===== src/rtl/core/mkdlp_pkg.sv =====
// Package for the multi-key debounce and long-press unit.
// Holds field widths, register codes, reset values and the transaction types.
// No dependencies.
package mkdlp_pkg;

  localparam int RAW_W      = 5;
  localparam int ELAPSED_W  = 8;
  localparam int KEY_W      = 3;
  localparam int DEB_W      = 8;
  localparam int LPT_W      = 16;
  localparam int CFG_IDX_W  = 8;
  localparam int CFG_DATA_W = 16;

  localparam logic [DEB_W-1:0] DEB_RESET = 8'd20;
  localparam logic [LPT_W-1:0] LPT_RESET = 16'd10000;

  localparam logic [CFG_IDX_W-1:0] REG_DEBOUNCE   = 8'd0;
  localparam logic [CFG_IDX_W-1:0] REG_LONG_PRESS = 8'd1;

  typedef struct packed {
    logic [RAW_W-1:0]     raw_keys;
    logic [ELAPSED_W-1:0] elapsed_ms;
    logic                 take_press;
    logic                 take_long;
  } in_item_t;

  typedef struct packed {
    logic             press_valid;
    logic [KEY_W-1:0] press_key;
    logic             long_valid;
    logic [KEY_W-1:0] long_key;
    logic [RAW_W-1:0] stable_keys;
  } out_item_t;

  typedef struct packed {
    logic press_ev;
    logic long_ev;
    logic stable;
  } lane_stat_t;

endpackage


===== src/rtl/core/mkdlp_lane.sv =====
// One key lane: raw and stable levels, long-press flag and two saturating timers.
// Depends on mkdlp_pkg.
module mkdlp_lane #(
  parameter int TIME_BITS = 16
) (
  input  logic                             clk,
  input  logic                             rst_n,
  input  logic                             upd,
  input  logic                             raw,
  input  logic [mkdlp_pkg::ELAPSED_W-1:0]  elapsed,
  input  logic [mkdlp_pkg::DEB_W-1:0]      deb_time,
  input  logic [mkdlp_pkg::LPT_W-1:0]      lpt_time,
  output mkdlp_pkg::lane_stat_t            stat
);
  import mkdlp_pkg::*;

  localparam int CMP_W = (TIME_BITS > LPT_W) ? TIME_BITS : LPT_W;

  logic                 raw_r, stable_r, ld_r;
  logic [TIME_BITS-1:0] sc_r, sp_r;
  logic                 stable_nxt, ld_nxt;
  logic [TIME_BITS-1:0] sc_nxt, sp_nxt;
  logic [TIME_BITS:0]   sc_sum, sp_sum;
  logic [TIME_BITS-1:0] sc_sat, sp_sat;
  logic                 go_stable, ld_mid;

  always_comb begin
    sc_sum     = {1'b0, sc_r} + (TIME_BITS+1)'(elapsed);
    sp_sum     = {1'b0, sp_r} + (TIME_BITS+1)'(elapsed);
    sc_sat     = sc_sum[TIME_BITS] ? '1 : sc_sum[TIME_BITS-1:0];
    sp_sat     = sp_sum[TIME_BITS] ? '1 : sp_sum[TIME_BITS-1:0];
    sc_nxt     = (raw != raw_r) ? '0 : sc_sat;
    go_stable  = (raw != stable_r) && (CMP_W'(sc_nxt) >= CMP_W'(deb_time));
    stable_nxt = go_stable ? raw : stable_r;
    ld_mid     = go_stable ? 1'b0 : ld_r;
    sp_nxt     = (go_stable && raw) ? '0 : sp_sat;
    stat.press_ev = go_stable && raw;
    stat.long_ev  = stable_nxt && !ld_mid && (CMP_W'(sp_nxt) >= CMP_W'(lpt_time));
    stat.stable   = stable_nxt;
    ld_nxt     = stat.long_ev ? 1'b1 : ld_mid;
  end

  always_ff @(posedge clk) begin
    if (!rst_n) begin
      raw_r    <= 1'b0;
      stable_r <= 1'b0;
      ld_r     <= 1'b0;
      sc_r     <= '0;
      sp_r     <= '0;
    end else if (upd) begin
      raw_r    <= raw;
      stable_r <= stable_nxt;
      ld_r     <= ld_nxt;
      sc_r     <= sc_nxt;
      sp_r     <= sp_nxt;
    end
  end

endmodule


===== src/rtl/core/mkdlp_merge.sv =====
// Merge stage: picks the first key with a new event, holds pending events
// and the output register. Depends on mkdlp_pkg.
module mkdlp_merge #(
  parameter int NUM_KEYS = 5
) (
  input  logic                   clk,
  input  logic                   rst_n,
  input  logic                   in_accept,
  input  logic                   take_press,
  input  logic                   take_long,
  input  mkdlp_pkg::lane_stat_t  stat [NUM_KEYS],
  output logic                   in_ready,
  output logic                   out_valid,
  input  logic                   out_ready,
  output mkdlp_pkg::out_item_t   out_data
);
  import mkdlp_pkg::*;

  localparam int IDX_W = (NUM_KEYS > 1) ? $clog2(NUM_KEYS) : 1;

  logic             press_pending_r, long_pending_r;
  logic [IDX_W-1:0] press_idx_r, long_idx_r;
  logic             out_valid_r;
  out_item_t        out_data_r;

  logic             any_press, any_long;
  logic [IDX_W-1:0] first_press, first_long;
  logic             press_pending_nxt, long_pending_nxt;
  logic [IDX_W-1:0] press_idx_nxt, long_idx_nxt;
  logic [31:0]      press_wide, long_wide;
  logic [RAW_W-1:0] stable_bits;
  out_item_t        out_data_nxt;

  always_comb begin
    any_press   = 1'b0;
    any_long    = 1'b0;
    first_press = '0;
    first_long  = '0;
    for (int k = NUM_KEYS - 1; k >= 0; k--) begin
      if (stat[k].press_ev) begin
        any_press   = 1'b1;
        first_press = IDX_W'(k);
      end
      if (stat[k].long_ev) begin
        any_long   = 1'b1;
        first_long = IDX_W'(k);
      end
    end
    stable_bits = '0;
    for (int k = 0; k < RAW_W; k++) begin
      if (k < NUM_KEYS) begin
        stable_bits[k] = stat[k].stable;
      end
    end
  end

  always_comb begin
    press_pending_nxt = press_pending_r || any_press;
    press_idx_nxt     = press_pending_r ? press_idx_r : first_press;
    long_pending_nxt  = long_pending_r || any_long;
    long_idx_nxt      = long_pending_r ? long_idx_r : first_long;
    press_wide        = 32'(press_idx_nxt);
    long_wide         = 32'(long_idx_nxt);
    out_data_nxt.press_valid = press_pending_nxt;
    out_data_nxt.press_key   = press_pending_nxt ? press_wide[KEY_W-1:0] : '0;
    out_data_nxt.long_valid  = long_pending_nxt;
    out_data_nxt.long_key    = long_pending_nxt ? long_wide[KEY_W-1:0] : '0;
    out_data_nxt.stable_keys = stable_bits;
  end

  assign in_ready  = !out_valid_r || out_ready;
  assign out_valid = out_valid_r;
  assign out_data  = out_data_r;

  always_ff @(posedge clk) begin
    if (!rst_n) begin
      press_pending_r <= 1'b0;
      long_pending_r  <= 1'b0;
      press_idx_r     <= '0;
      long_idx_r      <= '0;
      out_valid_r     <= 1'b0;
    end else begin
      if (in_accept) begin
        press_pending_r <= press_pending_nxt && !take_press;
        long_pending_r  <= long_pending_nxt && !take_long;
        press_idx_r     <= press_idx_nxt;
        long_idx_r      <= long_idx_nxt;
        out_valid_r     <= 1'b1;
      end else if (out_ready) begin
        out_valid_r     <= 1'b0;
      end
    end
  end

  always_ff @(posedge clk) begin
    if (in_accept) begin
      out_data_r <= out_data_nxt;
    end
  end

`ifndef SYNTH
  a_take_press_clears: assert property (@(posedge clk) disable iff (!rst_n)
    in_accept && take_press |=> !press_pending_r)
    else $error("press event still pending after take");

  a_press_held: assert property (@(posedge clk) disable iff (!rst_n)
    press_pending_r && !(in_accept && take_press) |=>
      press_pending_r && press_idx_r == $past(press_idx_r))
    else $error("pending press event lost or changed");

  a_long_held: assert property (@(posedge clk) disable iff (!rst_n)
    long_pending_r && !(in_accept && take_long) |=>
      long_pending_r && long_idx_r == $past(long_idx_r))
    else $error("pending long event lost or changed");

  a_key_zero: assert property (@(posedge clk) disable iff (!rst_n)
    out_valid_r && !out_data_r.press_valid |-> out_data_r.press_key == '0)
    else $error("press key not zero without event");

  a_ready_when_empty: assert property (@(posedge clk) disable iff (!rst_n)
    !out_valid_r |-> in_ready)
    else $error("input stalled with empty output register");
`endif

endmodule


===== src/rtl/core/multi_key_debounce_long_press_unit.sv =====
// Top level of the multi-key debounce and long-press unit.
// Instantiates mkdlp_lane per key and mkdlp_merge; depends on mkdlp_pkg.
//
// Each input transaction is one update of all keys: sampled levels, elapsed
// milliseconds and two take flags. Every key has its own lane that debounces
// its level and times the press, and all lanes work in the same cycle; the
// merge stage latches the lowest-index new press or long-press event when none
// is pending. One transaction is taken per clock and its result appears in the
// output register on the next cycle; the input keeps accepting while the output
// register is empty or being drained. Configuration writes are taken at once.
module multi_key_debounce_long_press_unit #(
  parameter int NUM_KEYS  = 5,
  parameter int TIME_BITS = 16
) (
  input  logic                               clk,
  input  logic                               rst_n,
  input  logic                               in_valid,
  output logic                               in_ready,
  input  mkdlp_pkg::in_item_t                in_data,
  output logic                               out_valid,
  input  logic                               out_ready,
  output mkdlp_pkg::out_item_t               out_data,
  input  logic                               cfg_valid,
  output logic                               cfg_ready,
  input  logic [mkdlp_pkg::CFG_IDX_W-1:0]    cfg_index,
  input  logic [mkdlp_pkg::CFG_DATA_W-1:0]   cfg_data
);
  import mkdlp_pkg::*;

  logic [DEB_W-1:0]   deb_r;
  logic [LPT_W-1:0]   lpt_r;
  logic               in_accept;
  lane_stat_t         stat [NUM_KEYS];

  assign cfg_ready = 1'b1;
  assign in_accept = in_valid && in_ready;

  always_ff @(posedge clk) begin
    if (!rst_n) begin
      deb_r <= DEB_RESET;
      lpt_r <= LPT_RESET;
    end else if (cfg_valid && cfg_ready) begin
      if (cfg_index == REG_DEBOUNCE) begin
        deb_r <= cfg_data[DEB_W-1:0];
      end else if (cfg_index == REG_LONG_PRESS) begin
        lpt_r <= cfg_data[LPT_W-1:0];
      end
    end
  end

  for (genvar k = 0; k < NUM_KEYS; k++) begin : g_lane
    logic raw;
    if (k < RAW_W) begin : g_pin
      assign raw = in_data.raw_keys[k];
    end else begin : g_none
      assign raw = 1'b0;
    end
    mkdlp_lane #(
      .TIME_BITS (TIME_BITS)
    ) u_lane (
      .clk      (clk),
      .rst_n    (rst_n),
      .upd      (in_accept),
      .raw      (raw),
      .elapsed  (in_data.elapsed_ms),
      .deb_time (deb_r),
      .lpt_time (lpt_r),
      .stat     (stat[k])
    );
  end

  mkdlp_merge #(
    .NUM_KEYS (NUM_KEYS)
  ) u_merge (
    .clk        (clk),
    .rst_n      (rst_n),
    .in_accept  (in_accept),
    .take_press (in_data.take_press),
    .take_long  (in_data.take_long),
    .stat       (stat),
    .in_ready   (in_ready),
    .out_valid  (out_valid),
    .out_ready  (out_ready),
    .out_data   (out_data)
  );

endmodule


===== config.mk =====
export PLATFORM = sky130hd
export DESIGN_NAME = multi_key_debounce_long_press_unit
export DESIGN_NICKNAME = d
export VERILOG_FILES = /design/src/rtl/core/mkdlp_pkg.sv /design/src/rtl/core/mkdlp_lane.sv /design/src/rtl/core/mkdlp_merge.sv /design/src/rtl/core/multi_key_debounce_long_press_unit.sv
export SDC_FILE = /design/constraint.sdc
export NUM_CORES = 1
export LEC_CHECK = 0
export ABC_AREA = 1
export BUFFER_PORTS_ARGS = -buffer_cell sky130_fd_sc_hd__buf_2
export CORE_MARGIN = 2
export CORE_UTILIZATION = 46
export CTS_CLUSTER_DIAMETER = 100
export CTS_CLUSTER_SIZE = 20
export DETAILED_ROUTE_END_ITERATION = 6
export HOLD_SLACK_MARGIN = 0.15
export SYNTH_ARGS = -nofsm -noshare
export SYNTH_HDL_FRONTEND = slang
export SYNTH_SLANG_ARGS = --single-unit

===== constraint.sdc =====
create_clock -name clk -period 9.3 [get_ports clk]
set_input_delay 2.325 -clock clk [delete_from_list [all_inputs] [get_ports clk]]
set_output_delay 2.325 -clock clk [all_outputs]
set_load 0.01 [all_outputs]

# Yosys cells after proc, flatten, opt, wreduce, memory -nomap -nowiden
# Index checks and enable logic that the tools add are counted.
[classes]
addsub = 10
n_lt_le_gt_ge = 10
n_eq_ne = 11
mux = 59
n_bitwise = 1
n_reduce_logical = 38
[op_table]
columns = ["operator", "n"]
rows = [
  ["2-to-1 mux 16 bit", 20],
  ["adder 16 x 8 -> 17 bit", 10],
  [">= comparator 16 bit", 5],
  [">= comparator 16 x 8 -> 1 bit", 5],
  ["2-to-1 mux 3 bit", 12],
  ["2-to-1 mux 1 bit", 27],
  ["logical AND 1 bit", 23],
  ["inequality test 1 bit", 10],
  ["equality test 8 x 1 -> 1 bit (second input constant)", 1],
  ["logical NOT 1 bit", 8],
  ["logical NOT 8 bit", 1],
  ["logical OR 1 bit", 3],
  ["AND reduction 3 bit", 1],
  ["AND reduction 2 bit", 1],
  ["nonzero test 2 bit", 1],
  ["NOT 1 bit", 1],
]
[word_totals]
reg_bits = 221
inputBits = 44
out_inout_bits = 16
elab_cells = 166

# Longest topological paths before layout
[logic_depth]
depth_word = 16
depth_mapped = 47
mapped_depth_nobuf = 45

# Modules after synthesis
# From an unflattened synthesis, not the netlist that was laid out.
[unflattened]
hier_cells = 2933
hier_area_um2 = 19322.3
[by_module_without_submodules]
columns = ["module", "n_inst", "cells_each", "area_each_um2", "seq_area_each_um2"]
rows = [
  ["mkdlp_lane at g_lane[2].u_lane ...", 2, 539, 3459.6, 700.7],
  ["mkdlp_lane at g_lane[4].u_lane", 1, 546, 3445.8, 700.7],
  ["mkdlp_lane at g_lane[0].u_lane", 1, 519, 3432.0, 700.7],
  ["mkdlp_lane at g_lane[1].u_lane", 1, 527, 3423.3, 700.7],
  ["multi_key_debounce_long_press_unit", 1, 152, 1084.8, 480.5],
  ["mkdlp_merge", 1, 111, 1017.2, 570.5],
]

# Least setup slack after synthesis
# Ideal clock, no wire load.
[synth_path]
kind = "input -> register"
startpoint = "input port in_data[2] in the netlist's numbering"
endpoint = "register u_merge.out_data_r, in the netlist u_merge.out_data[5], data pin"
setup_ns = 0.253
arrival_ns = 6.375
required_ns = 9.047
path_slack_ns = 2.672
path_stages = 43
n_path_buf = 1
path_cell_list = "ha_1 fa_1 nand2_1 nand2_1 nand3_1 nand2_2 nand3b_4 inv_1 o21ai_0 ha_1 inv_1 nand2_1 nand2_1 nand2_1 nand2_1 nand2_1 nand2_1 nand2_1 [7 not listed] nor2_8 inv_2 buf_6 o21ai_2 inv_1 ha_1 nand2_1 nor2_1 a211oi_1 o221ai_1 nand2_1 nand3_1 nand3_2 nor2_4 inv_2 nand2_1 nand2_1 nand2_1"
[synth_between]
word_cells_on_any_way = 86
cone_classes = "add/sub: 10; order compare: 10; mux: 40; reduce/logical: 26"
[synth_rtl]
columns = ["item", "line", "text"]
rows = [
  ["start, declared", "multi_key_debounce_long_press_unit.sv:19", "input mkdlp_pkg::in_item_t in_data,"],
  ["adder 16 x 8 -> 17 bit", "mkdlp_lane.sv:28", "sc_sum = {1'b0, sc_r} + (TIME_BITS+1)'(elapsed);"],
  ["2-to-1 mux 16 bit", "mkdlp_lane.sv:30", "sc_sat = sc_sum[TIME_BITS] ? '1 : sc_sum[TIME_BITS-1:0];"],
  ["2-to-1 mux 16 bit", "mkdlp_lane.sv:32", "sc_nxt = (raw != raw_r) ? '0 : sc_sat;"],
  [">= comparator 16 x 8 -> 1 bit", "mkdlp_lane.sv:33", "go_stable = (raw != stable_r) && (CMP_W'(sc_nxt) >= CMP_W'(deb_time));"],
  ["logical AND 1 bit", "mkdlp_lane.sv:33", ""],
  ["logical AND 1 bit", "mkdlp_lane.sv:36", "sp_nxt = (go_stable && raw) ? '0 : sp_sat;"],
  ["2-to-1 mux 16 bit *", "mkdlp_lane.sv:36", ""],
  ["via g_lane[1].u_lane.sp_nxt[3]", "mkdlp_lane.sv:22", "logic [TIME_BITS-1:0] sc_nxt, sp_nxt;"],
  [">= comparator 16 bit *", "mkdlp_lane.sv:38", "stat.long_ev = stable_nxt && !ld_mid && (CMP_W'(sp_nxt) >= CMP_W'(lpt_time));"],
  ["logical AND 1 bit *", "mkdlp_lane.sv:38", ""],
  ["2-to-1 mux 3 bit / 2-to-1 mux 1 bit (equally long branches) (2 in series)", "mkdlp_merge.sv:44", "if (stat[k].long_ev) begin"],
  ["2-to-1 mux 3 bit / logical OR 1 bit (equally long branches)", "mkdlp_merge.sv:61, mkdlp_merge.sv:60", ""],
  ["end signal, assigned", "mkdlp_merge.sv:97", "out_data_r <= out_data_nxt;"],
  ["end, declared", "mkdlp_merge.sv:24", "out_item_t out_data_r;"],
]
# Mark *: on every way through the listed nets, which the timed path passes. The rest lies on a longest branch.
# A chain may end at the register's enable or synchronous reset.

# Worst setup path in the final report
[layout_path]
startpoint = "input port in_data[3] in the netlist's numbering"
endpoint = "register u_merge.long_idx_r[1]"
[layout_between]
word_cells_on_any_way = 65
cone_classes = "add/sub: 8; order compare: 8; mux: 29; reduce/logical: 20"
[layout_rtl]
columns = ["item", "line", "text"]
rows = [
  ["adder 16 x 8 -> 17 bit", "mkdlp_lane.sv:28", ""],
  ["2-to-1 mux 16 bit", "mkdlp_lane.sv:30", ""],
  ["2-to-1 mux 16 bit", "mkdlp_lane.sv:32", ""],
  [">= comparator 16 x 8 -> 1 bit", "mkdlp_lane.sv:33", ""],
  ["logical AND 1 bit", "mkdlp_lane.sv:33", ""],
  ["logical AND 1 bit", "mkdlp_lane.sv:36", ""],
  ["2-to-1 mux 16 bit *", "mkdlp_lane.sv:36", ""],
  ["via g_lane[0].u_lane.sp_nxt[15]", "mkdlp_lane.sv:22", ""],
  [">= comparator 16 bit *", "mkdlp_lane.sv:38", ""],
  ["logical AND 1 bit *", "mkdlp_lane.sv:38", ""],
  ["2-to-1 mux 3 bit *", "mkdlp_merge.sv:44", ""],
  ["2-to-1 mux 3 bit *", "mkdlp_merge.sv:61", "long_idx_nxt = long_pending_r ? long_idx_r : first_long;"],
  ["end signal, assigned", "mkdlp_merge.sv:87", "long_idx_r <= long_idx_nxt;"],
  ["end, declared", "mkdlp_merge.sv:22", "logic [IDX_W-1:0] press_idx_r, long_idx_r;"],
]
# Marks and branches as above.

==> summary.txt <==
Worst setup path
  • Critical Path RT: 9.72 ns
  • Startpoint types: input pin
  • Worst path most repeated cell: nand2_1
  • Crit path largest cell delay: 0.57 ns
  • CP max-delay cell: fa_1
  • CP endpoint kind: register
  • CP Class: input pin to register
  • Crit path DAT: 7.96 ns
  • CP Max Fanout: 16

Global routing
  • First-pass GRT wire length: 85.5 mm
  • Largest net degree at the start of global routing: 159
  • GRT Total Usage: 0.254
  • Antenna violations before repair: 2
  • Vias in the first global route: 16,600
  • Grt ovf: 0

Layout
  • Most frequent cells in the layout: 551 x nand2_1, 415 x inv_1, 274 x a21oi_1
  • Final instance area: 19,600 um^2
  • Nets: 2,996
  • Layout cells sized above 1: 0.0934
  • Area added between synthesis and finish: 6.86%
  • Most common cell after layout, fill and taps aside: nand2_1

Job
  • Max_cap viols: 0

STA
  • Min Tclk post-route: 7.54 ns
  • Max-slew headroom at the worst pin: 0.336
  • Final Hold Viols: 0
  • Layout Skew: 0.0325 ns
  • RSZ-0062 raised after global routing: no
  • Max Fclk: 133 MHz
  • Slew @ Worst Pin: 0.988 ns
  • Fin Setup TNS: 0 ns
  • Final setup fails: 0
  • Slew Viols, Final: 0
  • Final period util: 0.811

Clock tree
  • CTS H-tree depth: 1
  • Post-CTS sizing: 0
  • Setup Buffers After CTS: 0
  • TritonCTS Buffers: 16
  • Clk_lat worst skew: 0.53 ns
  • CTS tree: done
  • Clock root buffer master: clkbuf_16
  • Clock transition at path regs: 0.09 ns
  • CTS Buffer Depth: 3
  • Clk sinks: 221
  • CTS hold repair buffers: 0

Yosys
  • Top FF cell, synth: dfxtp_1
  • Avg Inst Size Synth: 6.72 um^2
  • Ys Warns: 0
  • Mapped cell area: 18,400 um^2
  • Register bit total from synthesis: 221
  • Yosys cell types: 64
  • Syn nets: 2,990
  • Post-synth EDFFs: 13
  • Seq/Total Area, Yosys: 0.248
  • Cell count after synthesis: 2,736
  • Asr flop ratio synth: 0

Power and ir drop
  • Pwr per Cell Area: 154 nW/um^2
  • Static power due to leakage: 0.00992 uW
  • VDD IR max: 0.153 mV

Die
  • Die footprint: 41,600 um^2
  • Site row count: 73
  • Die height: 204 um
  • I/O Pins: 60
  • Starting Density: 0.465
  • Core area: 39,500 um^2
  • Die X: 204 um

Placement
  • Gpl congestion: 0.899
  • Hpwl dp: 38.3 mm
  • Port-buffer cells: 58
  • Placement Cell Area: 19,100 um^2

Status
  • Status: complete, no violations

Routing
  • Routed len/inst: 16.1 um
  • DRC: 0
  • WL final: 52.8 mm
  • DRT iter0 DRCs: 1,101
  • Via Count: 17,500
  • DR vias/cell: 5.33
  • Routed Antenna Nets: 0
  • DRT Pass-1 Iters: 5

Worst hold path
  • Hold crit path type: register to register
-- metal layers --
metal,vias up,routed length (um),GRT usage
met5,-,0,0
met4,0,1440,0.0706
met3,79,1880,0.0214
met2,322,25100,0.447
met1,8040,24400,0.332
li1,9025,-,-
-- cells in the mapped netlist, drive strengths merged (2+ instances only) --
master | number | share of area
a211oi | 20 | 0.0095
fa | 10 | 0.011
xnor2 | 25 | 0.012
a21oi | 294 | 0.085
nand4 | 33 | 0.012
o21ai | 299 | 0.085
edfxtp | 13 | 0.021
buf | 15 | 0.0061
o31ai | 5 | 0.0020
inv | 442 | 0.090
or2 | 8 | 0.0029
and2 | 7 | 0.0024
a21boi | 5 | 0.0029
nor4 | 4 | 0.0014
nand2 | 580 | 0.12
nor2 | 194 | 0.046
nand3b | 10 | 0.0048
o21bai | 4 | 0.0016
nor3 | 34 | 0.013
dfxtp | 208 | 0.23
nand3 | 183 | 0.056
ha | 200 | 0.14
o221ai | 4 | 0.0019
xor2 | 51 | 0.024
o211ai | 11 | 0.0045
clkbuf | 65 | 0.013
a31oi | 2 | 0.00068
-- worst max-delay path, delay by kind of cell --
family                     cells  cell delay [ns]
AOI/OAI and AO/OA              2             0.23
and+or+nand+nor               31             2.76
buffers and inverters          9             1.40
adders and majority gates      3             1.22
-- layout make-up --
type,instances,area [um^2]
Antenna cell,1,2.50
Clock buffer,23,479
Clock inverter,5,90.1
Fill cell,3949,19900
Inverter,443,1670
Multi-Input combinational cell,1992,11800
Sequential cell,221,4550
Tap cell,525,657
Timing Repair Buffer,68,368
-- per-stage QoR --
stage	util	power, uW	worst slack, ns	std cells	hold WS, ns
2_1_floorplan	-	1950	2.67	2736	0.442
3_3_place_gp	0.482	2190	1.37	3249	0.457
3_5_place_dp	0.482	2210	1.23	3249	0.461
4_1_cts	0.497	3040	1.76	3277	0.476
5_1_grt	0.497	3240	1.16	3278	0.496
6_report	0.497	3020	1.76	3278	0.474
-- worst paths after layout --
path	from	endpoint	slack [ns]	cells past startpoint
worst max-delay path	in_data[3]	u_merge.long_idx_r[1]	1.76	45
worst min-delay path	g_lane[0].u_lane.ld_r	g_lane[0].u_lane.ld_r	0.47	2
worst max register to register	g_lane[1].u_lane.sc_r[0]	u_merge.long_idx_r[2]	3.68	42
worst min register to register	g_lane[0].u_lane.ld_r	g_lane[0].u_lane.ld_r	0.47	2
-- where the power goes --
group	internal, uW	switching, uW
sequential	1040	61.7
combinational	394	702
clock	423	393
-- kinds of logic after synthesis --
family                     Yosys count  share of synthesized area
xor gates and xnor gates            76                     0.0362
adders and majority gates          210                      0.147
AOI/OAI and AO/OA                  650                      0.196
and+or+nand+nor                   1055                      0.263
other                                1                   0.000204
DFF                                221                      0.248
buffers and inverters              523                      0.110
-- state kept, by name (all words and copies together), names as in the netlist --
signal / count
u_merge.out_valid: 1
u_merge.out_data: 13
g_lane.u_lane.raw_r: 5
deb_r: 8
g_lane.u_lane.stable_r: 5
lpt_r: 16
u_merge.long_pending_r: 1
g_lane.u_lane.sc_r: 80
g_lane.u_lane.sp_r: 80
u_merge.press_pending_r: 1
u_merge.long_idx_r: 3
u_merge.press_idx_r: 3
g_lane.u_lane.ld_r: 5
(Power assumes the default switching activity.)
